$ cat src/rtl/core/wpp_pkg.sv
package wpp_pkg;

  localparam int WINDOW_BYTES = 16;
  localparam int LEN_W        = 5;
  localparam int IDX_W        = (WINDOW_BYTES > 1) ? $clog2(WINDOW_BYTES) : 1;
  localparam int CFG_IDX_W    = 3;
  localparam int CFG_DATA_W   = 64;
  localparam int QUEUE_DEPTH  = 4;
  localparam int QPTR_W       = $clog2(QUEUE_DEPTH);
  localparam int QCNT_W       = $clog2(QUEUE_DEPTH + 1);

  localparam logic [7:0] WILDCARD = 8'h3F;

  localparam logic [LEN_W-1:0] WINDOW_LEN = LEN_W'(WINDOW_BYTES);

  localparam logic [CFG_IDX_W-1:0] CFG_PATTERN_LOW  = 3'd0;
  localparam logic [CFG_IDX_W-1:0] CFG_PATTERN_HIGH = 3'd1;
  localparam logic [CFG_IDX_W-1:0] CFG_PATTERN_LEN  = 3'd2;
  localparam logic [CFG_IDX_W-1:0] CFG_REPLACE_LOW  = 3'd3;
  localparam logic [CFG_IDX_W-1:0] CFG_REPLACE_HIGH = 3'd4;
  localparam logic [CFG_IDX_W-1:0] CFG_REPLACE_LEN  = 3'd5;

  typedef struct packed {
    logic [7:0] data;
    logic       last;
  } wpp_item_t;

  typedef struct packed {
    logic [WINDOW_BYTES-1:0][7:0] pattern;
    logic [WINDOW_BYTES-1:0][7:0] replace;
    logic [LEN_W-1:0]             match_len;
    logic [LEN_W-1:0]             patch_len;
  } wpp_cfg_t;

endpackage

$ cat src/rtl/core/wpp_front.sv
module wpp_front
  import wpp_pkg::*;
(
  input  logic      clk_i,
  input  logic      rst_ni,
  input  logic      in_valid_i,
  output logic      in_stall_o,
  input  logic [7:0] in_byte_i,
  input  logic      in_last_i,
  output logic      q_valid_o,
  output wpp_item_t q_item_o,
  input  logic      q_pop_i
);

  wpp_item_t            mem_q [QUEUE_DEPTH];
  logic [QPTR_W-1:0]    wr_ptr_q, rd_ptr_q;
  logic [QCNT_W-1:0]    count_q;
  logic                 push, pop;

  assign in_stall_o = (count_q == QCNT_W'(QUEUE_DEPTH));
  assign push       = in_valid_i && !in_stall_o;
  assign q_valid_o  = (count_q != '0);
  assign pop        = q_pop_i && q_valid_o;
  assign q_item_o   = mem_q[rd_ptr_q];

  always_ff @(posedge clk_i) begin
    if (push) begin
      mem_q[wr_ptr_q] <= '{data: in_byte_i, last: in_last_i};
    end
  end

  always_ff @(posedge clk_i or negedge rst_ni) begin
    if (!rst_ni) begin
      wr_ptr_q <= '0;
      rd_ptr_q <= '0;
      count_q  <= '0;
    end else begin
      if (push) begin
        wr_ptr_q <= wr_ptr_q + 1'b1;
      end
      if (pop) begin
        rd_ptr_q <= rd_ptr_q + 1'b1;
      end
      case ({push, pop})
        2'b10:   count_q <= count_q + 1'b1;
        2'b01:   count_q <= count_q - 1'b1;
        default: count_q <= count_q;
      endcase
    end
  end

endmodule

$ cat src/rtl/core/wpp_back.sv
module wpp_back
  import wpp_pkg::*;
(
  input  logic       clk_i,
  input  logic       rst_ni,
  input  wpp_cfg_t   cfg_i,
  input  logic       q_valid_i,
  input  wpp_item_t  q_item_i,
  output logic       q_pop_o,
  output logic       out_valid_o,
  input  logic       out_stall_i,
  output logic [7:0] out_byte_o,
  output logic       out_replaced_o,
  output logic       out_last_o
);

  logic [WINDOW_BYTES-1:0][7:0] win_q, win_d, vwin, pwin;
  logic [WINDOW_BYTES-1:0]      rep_q, rep_d, vrep, prep;
  logic [LEN_W-1:0]             fill_q, fill_d, vfill;
  logic                         flush_q, flush_d, vflush;
  logic                         done_q, done_d;
  logic                         active_q, active_d;

  logic       out_valid_q;
  logic [7:0] out_byte_q;
  logic       out_rep_q, out_last_q;

  logic out_room, take, emit, do_step, match, do_patch, emit_last;

  assign out_room = !out_valid_q || !out_stall_i;
  assign take     = !active_q && q_valid_i;

  always_comb begin
    vwin   = win_q;
    vrep   = rep_q;
    vfill  = fill_q;
    vflush = flush_q;
    if (take) begin
      vwin[fill_q[IDX_W-1:0]] = q_item_i.data;
      vrep[fill_q[IDX_W-1:0]] = 1'b0;
      vfill  = fill_q + 1'b1;
      vflush = q_item_i.last;
    end
  end

  // emit when a drain is pending, or the new byte is marked last or completes the window
  assign emit    = active_q || (take && (q_item_i.last || (vfill >= cfg_i.match_len)));
  assign do_step = (active_q || q_valid_i) && (!emit || out_room);
  assign q_pop_o = take && do_step;

  always_comb begin
    match = 1'b1;
    for (int i = 0; i < WINDOW_BYTES; i++) begin
      if ((LEN_W'(i) < cfg_i.match_len) && (cfg_i.pattern[i] != WILDCARD) &&
          (cfg_i.pattern[i] != vwin[i])) begin
        match = 1'b0;
      end
    end
  end

  assign do_patch  = emit && !done_q && (vfill >= cfg_i.match_len) && match;
  assign emit_last = vflush && (vfill == LEN_W'(1));

  always_comb begin
    pwin = vwin;
    prep = vrep;
    for (int i = 0; i < WINDOW_BYTES; i++) begin
      if (do_patch && (LEN_W'(i) < cfg_i.patch_len) && (cfg_i.replace[i] != WILDCARD)) begin
        pwin[i] = cfg_i.replace[i];
        prep[i] = 1'b1;
      end
    end
  end

  always_comb begin
    win_d   = vwin;
    rep_d   = vrep;
    fill_d  = vfill;
    flush_d = vflush;
    done_d  = done_q;
    if (emit) begin
      win_d  = {8'h00, pwin[WINDOW_BYTES-1:1]};
      rep_d  = {1'b0, prep[WINDOW_BYTES-1:1]};
      fill_d = vfill - 1'b1;
      done_d = done_q || do_patch;
      if (emit_last) begin
        rep_d   = '0;
        fill_d  = '0;
        flush_d = 1'b0;
        done_d  = 1'b0;
      end
    end
    active_d = flush_d ? (fill_d != '0) : (fill_d >= cfg_i.match_len);
  end

  always_ff @(posedge clk_i) begin
    if (do_step) begin
      win_q <= win_d;
    end
    if (do_step && emit) begin
      out_byte_q <= pwin[0];
    end
  end

  always_ff @(posedge clk_i or negedge rst_ni) begin
    if (!rst_ni) begin
      rep_q       <= '0;
      fill_q      <= '0;
      flush_q     <= 1'b0;
      done_q      <= 1'b0;
      active_q    <= 1'b0;
      out_valid_q <= 1'b0;
      out_rep_q   <= 1'b0;
      out_last_q  <= 1'b0;
    end else begin
      if (do_step) begin
        rep_q    <= rep_d;
        fill_q   <= fill_d;
        flush_q  <= flush_d;
        done_q   <= done_d;
        active_q <= active_d;
      end
      if (out_room) begin
        out_valid_q <= do_step && emit;
        if (do_step && emit) begin
          out_rep_q  <= prep[0];
          out_last_q <= emit_last;
        end
      end
    end
  end

  assign out_valid_o    = out_valid_q;
  assign out_byte_o     = out_byte_q;
  assign out_replaced_o = out_rep_q;
  assign out_last_o     = out_last_q;

endmodule

$ cat src/rtl/core/wildcard_pattern_patcher.sv
// Channel  Direction  Handshake            Payload
// in       input      in_valid_i/in_stall_o  in_byte_i, in_last_i
// out      output     out_valid_o/out_stall_i out_byte_o, out_replaced_o, out_last_o
// cfg      input      cfg_valid_i/cfg_ready_o cfg_index_i, cfg_data_i
//
// One byte per cycle in steady state while out_stall_i is low: the window
// compare is combinational over all positions and the drain emits one byte per cycle.
// A byte marked last drains the window, one held byte at a time (up to 16).
// Shortening the pattern length mid-stream drains the excess one byte a cycle while out_stall_i is low.
// The input queue holds 4 transactions; input stalls once it is full.
// Reset is asynchronous, active low; no clearing pass is needed.
module wildcard_pattern_patcher
  import wpp_pkg::*;
(
  input  logic                  clk_i,
  input  logic                  rst_ni,
  input  logic                  in_valid_i,
  output logic                  in_stall_o,
  input  logic [7:0]            in_byte_i,
  input  logic                  in_last_i,
  output logic                  out_valid_o,
  input  logic                  out_stall_i,
  output logic [7:0]            out_byte_o,
  output logic                  out_replaced_o,
  output logic                  out_last_o,
  input  logic                  cfg_valid_i,
  output logic                  cfg_ready_o,
  input  logic [CFG_IDX_W-1:0]  cfg_index_i,
  input  logic [CFG_DATA_W-1:0] cfg_data_i
);

  logic [CFG_DATA_W-1:0] pat_lo_q, pat_hi_q, rep_lo_q, rep_hi_q;
  logic [LEN_W-1:0]      pat_len_q, rep_len_q;
  logic [LEN_W-1:0]      match_len;
  logic                  cfg_we;
  wpp_cfg_t              cfg;
  logic                  q_valid, q_pop;
  wpp_item_t             q_item;

  assign cfg_ready_o = 1'b1;
  assign cfg_we      = cfg_valid_i && cfg_ready_o;

  always_ff @(posedge clk_i or negedge rst_ni) begin
    if (!rst_ni) begin
      pat_lo_q  <= '0;
      pat_hi_q  <= '0;
      pat_len_q <= LEN_W'(1);
      rep_lo_q  <= '0;
      rep_hi_q  <= '0;
      rep_len_q <= '0;
    end else if (cfg_we) begin
      case (cfg_index_i)
        CFG_PATTERN_LOW:  pat_lo_q  <= cfg_data_i;
        CFG_PATTERN_HIGH: pat_hi_q  <= cfg_data_i;
        CFG_PATTERN_LEN:  pat_len_q <= cfg_data_i[LEN_W-1:0];
        CFG_REPLACE_LOW:  rep_lo_q  <= cfg_data_i;
        CFG_REPLACE_HIGH: rep_hi_q  <= cfg_data_i;
        CFG_REPLACE_LEN:  rep_len_q <= cfg_data_i[LEN_W-1:0];
        default: ;
      endcase
    end
  end

  // clamp pattern length to 1..window, replacement length to the match length
  always_comb begin
    if (pat_len_q == '0) begin
      match_len = LEN_W'(1);
    end else if (pat_len_q > WINDOW_LEN) begin
      match_len = WINDOW_LEN;
    end else begin
      match_len = pat_len_q;
    end
  end

  always_comb begin
    for (int i = 0; i < WINDOW_BYTES; i++) begin
      if (i < 8) begin
        cfg.pattern[i] = pat_lo_q[8*(i%8) +: 8];
        cfg.replace[i] = rep_lo_q[8*(i%8) +: 8];
      end else begin
        cfg.pattern[i] = pat_hi_q[8*(i%8) +: 8];
        cfg.replace[i] = rep_hi_q[8*(i%8) +: 8];
      end
    end
    cfg.match_len = match_len;
    cfg.patch_len = (rep_len_q > match_len) ? match_len : rep_len_q;
  end

  wpp_front u_front (
    .clk_i      (clk_i),
    .rst_ni     (rst_ni),
    .in_valid_i (in_valid_i),
    .in_stall_o (in_stall_o),
    .in_byte_i  (in_byte_i),
    .in_last_i  (in_last_i),
    .q_valid_o  (q_valid),
    .q_item_o   (q_item),
    .q_pop_i    (q_pop)
  );

  wpp_back u_back (
    .clk_i          (clk_i),
    .rst_ni         (rst_ni),
    .cfg_i          (cfg),
    .q_valid_i      (q_valid),
    .q_item_i       (q_item),
    .q_pop_o        (q_pop),
    .out_valid_o    (out_valid_o),
    .out_stall_i    (out_stall_i),
    .out_byte_o     (out_byte_o),
    .out_replaced_o (out_replaced_o),
    .out_last_o     (out_last_o)
  );

endmodule
$ cat config.mk
export PLATFORM = sky130hd
export DESIGN_NAME = wildcard_pattern_patcher
export DESIGN_NICKNAME = d
export VERILOG_FILES = /design/src/rtl/core/wpp_pkg.sv /design/src/rtl/core/wpp_front.sv /design/src/rtl/core/wpp_back.sv /design/src/rtl/core/wildcard_pattern_patcher.sv
export SDC_FILE = /design/constraint.sdc
export NUM_CORES = 1
export LEC_CHECK = 0
export ABC_AREA = 1
export BUFFER_PORTS_ARGS = -buffer_cell sky130_fd_sc_hd__clkbuf_2
export CORE_ASPECT_RATIO = 0.9
export CORE_MARGIN = 1.5
export CORE_UTILIZATION = 35
export CTS_CLUSTER_SIZE = 28
export DETAILED_ROUTE_END_ITERATION = 8
export GPL_ROUTABILITY_DRIVEN = 0
export PLACE_DENSITY = 0.46
export SLEW_MARGIN = 20
export SYNTH_ARGS = -nofsm -noshare
export SYNTH_HDL_FRONTEND = slang
export SYNTH_SLANG_ARGS = --single-unit
export TNS_END_PERCENT = 100
$ cat constraint.sdc
create_clock -name clk_i -period 19.7 [get_ports clk_i]
set_clock_uncertainty 0.2 [all_clocks]
set_input_delay 3.94 -clock clk_i [delete_from_list [all_inputs] [get_ports clk_i]]
set_output_delay 3.94 -clock clk_i [all_outputs]
set_load 0.02 [all_outputs]
# Word-level counts from Yosys, hierarchy flattened
# Memories as Yosys holds them, arrays and structs flattened.
# Cells that the tools add are included.
# Widths: inputs -> output; s select.
classes:
  addsub: 6
  order_cmp: 38
  n_eq_ne: 57
  mux: 72
  bitwise: 2
  n_reduce_logical: 101
ops:
  columns: ["op", "count"]
  rows:
  - ["$ne 8x6->1 const B", 32]
  - ["$mux 8", 17]
  - ["$bwmux 128", 1]
  - ["$mux 128", 1]
  - ["$ne 8x8->1", 16]
  - ["$mux 120", 1]
  - ["$lt 4x5->1 const A", 16]
  - ["$logic_and 1x1->1", 76]
  - ["$lt 3x5->1 const A", 8]
  - ["$mux 1", 40]
  - ["$demux 8 s4", 1]
  - ["$mux 16", 2]
  - ["$mux 5", 6]
  - ["$lt 1x5->1 const A", 4]
  - ["$lt 2x5->1 const A", 4]
  - ["$and 16x16->16", 1]
  - ["$not 16->16", 1]
  - ["$reduce_and 2->1", 8]
  - ["$mux 15", 1]
  - ["$ge 5x5->1", 2]
  - ["$eq 3x3->1 const B", 3]
  - ["$eq 3x2->1 const B", 2]
  - ["$logic_not 1->1", 6]
  - ["$logic_or 1x1->1", 6]
  - ["other kinds (20)", 21]
word_totals:
  reg_bits: 436
  mem_bits_rw: 36
  inputBits: 81
  out_inout_bits: 13
  elab_cells: 311
  mem_count: 1
mem_list:
  columns: ["memory", "words", "word_bits", "read_ports", "rd_ports_with_merged_regs", "wr", "line", "rtl"]
  rows:
  - ["u_front.mem_q", 4, 9, 1, 0, 1, "wpp_front.sv:15", "wpp_item_t mem_q [QUEUE_DEPTH];"]

# Longest topological paths before layout
logic_depth:
  word_depth: 30
  ltp_mapped: 31
  ltp_nobuf: 28

# Modules after synthesis
# A second synthesis with hierarchy kept.
hier_totals:
  cells_unflattened: 3726
  hier_area_um2: 26968.4
modules_own_cells:
  columns: ["mod", "n_inst", "cells_per_inst", "area_per_inst_um2"]
  rows:
  - ["wpp_back", 1, 2580, 15152.0]
  - ["wildcard_pattern_patcher", 1, 981, 9824.4]
  - ["wpp_front", 1, 165, 1991.9]

# Worst setup path after synthesis
# No wires, ideal clock.
synth_path:
  path_kind: "input to register"
  from: "input port out_stall_i"
  to: "register u_back.active_q"
  arrival_ns: 8.131
  required_ns: 19.166
  setup_slack_ns: 11.035
  stages: 5
  cell_sequence: "nand2_1 > o22ai_2 > clkinv_1 > clkbuf_1 > o21ai_0"
synth_via:
  elab_chain_len: 4
synth_lines:
  columns: ["item", "line", "rtl"]
  rows:
  - ["start, declared", "wildcard_pattern_patcher.sv:22", "input logic out_stall_i,"]
  - ["$logic_not 1->1", "wpp_back.sv:30", "assign out_room = !out_valid_q || !out_stall_i;"]
  - ["$logic_or 1x1->1", "wpp_back.sv:30", null]
  - ["$logic_or 1x1->1", "wpp_back.sv:48", "assign do_step = (active_q || q_valid_i) && (!emit || out_room);"]
  - ["$logic_and 1x1->1", "wpp_back.sv:48", null]
  - ["named net u_back.do_step", "wpp_back.sv:28", "logic out_room, take, emit, do_step, match, do_patch, emit_last;"]
  - ["end signal, assigned", "wpp_back.sv:121", "active_q <= active_d;"]
  - ["end, declared", "wpp_back.sv:22", "logic active_q, active_d;"]
# The timed path passes the listed nets, and every way through them passes these cells.
# A chain may end at the register's enable or synchronous reset.

==> impl_metrics.env <==
export IMPL_dr_pass1_iters=5
export IMPL_drt_vias_per_instance=4.97
export IMPL_dieArea_um2=77500
export IMPL_ctsResizeCount=0
export IMPL_regToRegSetupSlack_ns=12.37
export IMPL_track_usage=0.240
export IMPL_drc=0
export IMPL_cts_sinks=472
export IMPL_start_util=0.355
export IMPL_clock_latency_ns=0.64
export IMPL_crit_path_end_kind="register"
export IMPL_syn_cell_area_um2=26600
export IMPL_yosysMostFrequentCell="nand2_1"
export IMPL_die_y_um=264
export IMPL_cp_data_required_time_ns=19.94
export IMPL_worstMarginPinSlew_ns=1.13
export IMPL_hold_class="reg -> reg"
export IMPL_holdBufCountCts=0
export IMPL_rows=95
export IMPL_layout_drive_gt1_share=0.0742
export IMPL_synth_async_reset_ratio=0.636
export IMPL_synth_commonest_cells="nand2_1, inv_1, o21ai_0"
export IMPL_numCtsBuffers=55
export IMPL_syn_area_per_cell_um2=7.41
export IMPL_final_max_slew_viol_count=0
export IMPL_numPortBuffers=92
export IMPL_clk_path_buf_depth=3
export IMPL_synthTopCellsByArea="dfrtp_1, edfxtp_1, nand2_1"
export IMPL_clk_pin_slew_ns=0.06
export IMPL_yosys_area_top_type="dfrtp_1"
export IMPL_leakagePower_uw=0.0147
export IMPL_hp_start="rep_lo_q[6]$_DFFE_PN0P_"
export IMPL_path_max_fanout=89
export IMPL_wl_per_cell_um=20.1
export IMPL_core_area_um2=74900
export IMPL_ios=94
export IMPL_synthCells=3585
export IMPL_rsz0062_at_grt="no"
export IMPL_antenna_found_initial=7
export IMPL_fin_crit_sh=0.372
export IMPL_relSlewSlack=0.240
export IMPL_cts_tree="built"
export IMPL_vias=23000
export IMPL_dp_hpwl_um=65900
export IMPL_clock_fmax_ghz=0.136
export IMPL_drv_cap=0
export IMPL_grt_pass1_vias=21700
export IMPL_detail_route_antenna_nets=0
export IMPL_final_nets=3714
export IMPL_dieWidth_um=293
export IMPL_rr_startpoint="u_back.active_q$_DFFE_PN0P_"
export IMPL_grt_max_degree=109
export IMPL_ys_flop_type="dfrtp_1"
export IMPL_grt_pass1_wl_um=140000
export IMPL_root_buffer="clkbuf_16"
export IMPL_r2r_end="u_back.win_q[38]$_DFFE_PP_"
export IMPL_period_needed_ns=7.33
export IMPL_finalHoldViolations=0
export IMPL_path_class="reg -> reg"
export IMPL_routed_wirelength_um=92900
export IMPL_h_tree_depth=2
export IMPL_synth_cell_type_count=54
export IMPL_startpoint_type="register"
export IMPL_grt_overflow=0
export IMPL_status="completed"
export IMPL_drt_iter0_markers=1970
export IMPL_synth_top_area_frac=0.282
export IMPL_worstRegToRegCells=22
export IMPL_ys_warn_count=0
export IMPL_syn2layout_area_growth_pct=11.4
export IMPL_hold_path_end="rep_lo_q[6]$_DFFE_PN0P_"
export IMPL_peakVddDrop_uv=112
export IMPL_hold_depth=2
export IMPL_yosysSeqAreaShare=0.477
export IMPL_fin_util=0.395
export IMPL_finalSetupViolCount=0
export IMPL_crit_arrival_ns=7.57
export IMPL_ys_ff_latch=472
export IMPL_setup_tns_ns=0
export IMPL_cts_setup_buffers=0
export IMPL_syn_num_nets=3693
export IMPL_p_per_area_nw_per_um2=169
export IMPL_synth_edf_count=172
-- final cells by class --
cell class	count	area (um2)
multi-input cells	2523	11600
fillers	7881	45300
flip-flops and latches	472	12700
clock buffers	78	1660
clock inverters	25	196
repair buffers	108	591
well taps	970	1210
inverters	446	1680
diodes	3	7.51
-- layout by cell type (no fill, tap or decap), types with 15 or more instances in the layout --
master     count
nand3_1      199
ha_1          26
nand3b_1      15
nand2_1     1367
nor2_1       177
nor4_1        18
edfxtp_1     172
o22ai_1       19
inv_1        440
clkbuf_16     59
dfrtp_1      299
o21ai_0      420
clkinv_2      19
buf_4         16
o21ai_1       21
a21oi_1       74
clkbuf_2      91
a31oi_1       17
nand4_1       44
-- logic make-up after synthesis --
family          Yosys count  synth area share
other cells               1          0.000141
compound gates          589             0.117
flops                   472             0.477
xor+xnor                 11           0.00363
simple gates           1895             0.299
fa+ha+maj                27            0.0130
buf+inv                 590            0.0901
-- registers in the layout (all words and copies together) (netlist names), 3 cells and up --
signal / count
rep_lo_q: 64
u_front.mem_q: 36
rep_hi_q: 64
u_back.out_byte_o: 8
pat_len_q: 5
rep_len_q: 5
pat_hi_q: 64
u_back.win_q: 128
u_back.rep_q: 16
u_front.count_q: 3
pat_lo_q: 64
u_back.fill_q: 5
-- per-stage QoR --
stage	power, uW	hold slack (ns)	area (um2)	std cells	worst slack, ns
6_report	5010	0.283	29600	4625	12.37
5_1_grt	5390	0.302	29600	4622	11.70
4_1_cts	5030	0.289	29600	4622	12.43
3_5_place_dp	3960	0.273	27700	4519	12.50
3_3_place_gp	3960	0.268	27700	4519	12.65
2_1_floorplan	3180	0.253	26600	3585	11.03
-- where the power goes --
group / internal [uW] / switching (uW) / leakage, uW / total, uW
logic: 616 / 1670 / 0.00825 / 2280
clock network: 612 / 447 / 0.000933 / 1060
registers: 1460 / 202 / 0.00548 / 1660
-- per-layer routing --
layer / part of all wire / track usage / wire (um) / vias up
met1: 0.48 / 0.344 / 44500 / 10700
li1: - / - / - / 11600
met3: 0.052 / 0.0356 / 4840 / 102
met5: 0.00012 / 0 / 11 / -
met2: 0.45 / 0.379 / 41300 / 518
met4: 0.024 / 0.0606 / 2200 / 2
-- how the worst max path moves through the flow --
| stage | startpoint | end | depth (start not counted) |
|---|---|---|---|
| 3_5_place_dp | u_back.active_q$_DFFE_PN0P_ | u_back.win_q[38]$_DFFE_PP_ | 22 |
| 4_1_cts | u_back.active_q$_DFFE_PN0P_ | u_back.win_q[38]$_DFFE_PP_ | 22 |
| 6_report | u_back.active_q$_DFFE_PN0P_ | u_back.win_q[38]$_DFFE_PP_ | 22 |
| 3_3_place_gp | u_back.active_q$_DFFE_PN0P_ | u_back.win_q[34]$_DFFE_PP_ | 22 |
| 2_1_floorplan | out_stall_i | u_back.active_q$_DFFE_PN0P_ | 5 |
| 5_1_grt | u_back.active_q$_DFFE_PN0P_ | u_back.win_q[33]$_DFFE_PP_ | 22 |
-- worst max-delay path, stage by stage, from the launching register on --
cell and delay [ns]:
dfrtp_1 0.42, inv_1 0.61, nand2_2 0.65, inv_1 0.24, nand2_1 0.09, nor3_1 0.19, xor2_1 0.21, inv_1 0.11
ha_1 0.30, nand2_1 0.07, o311ai_0 0.56, nand2_1 0.19, nand2_4 0.76, inv_4 0.41, nor2_1 0.22, nand2_1 0.07
nor2_1 0.10, nand3_1 0.07, nor2_1 0.72, nand3_1 0.54, nand2_1 0.18, nand3_1 0.10, o21ai_0 0.11
Note: power is estimated with default switching activity, not from simulation.
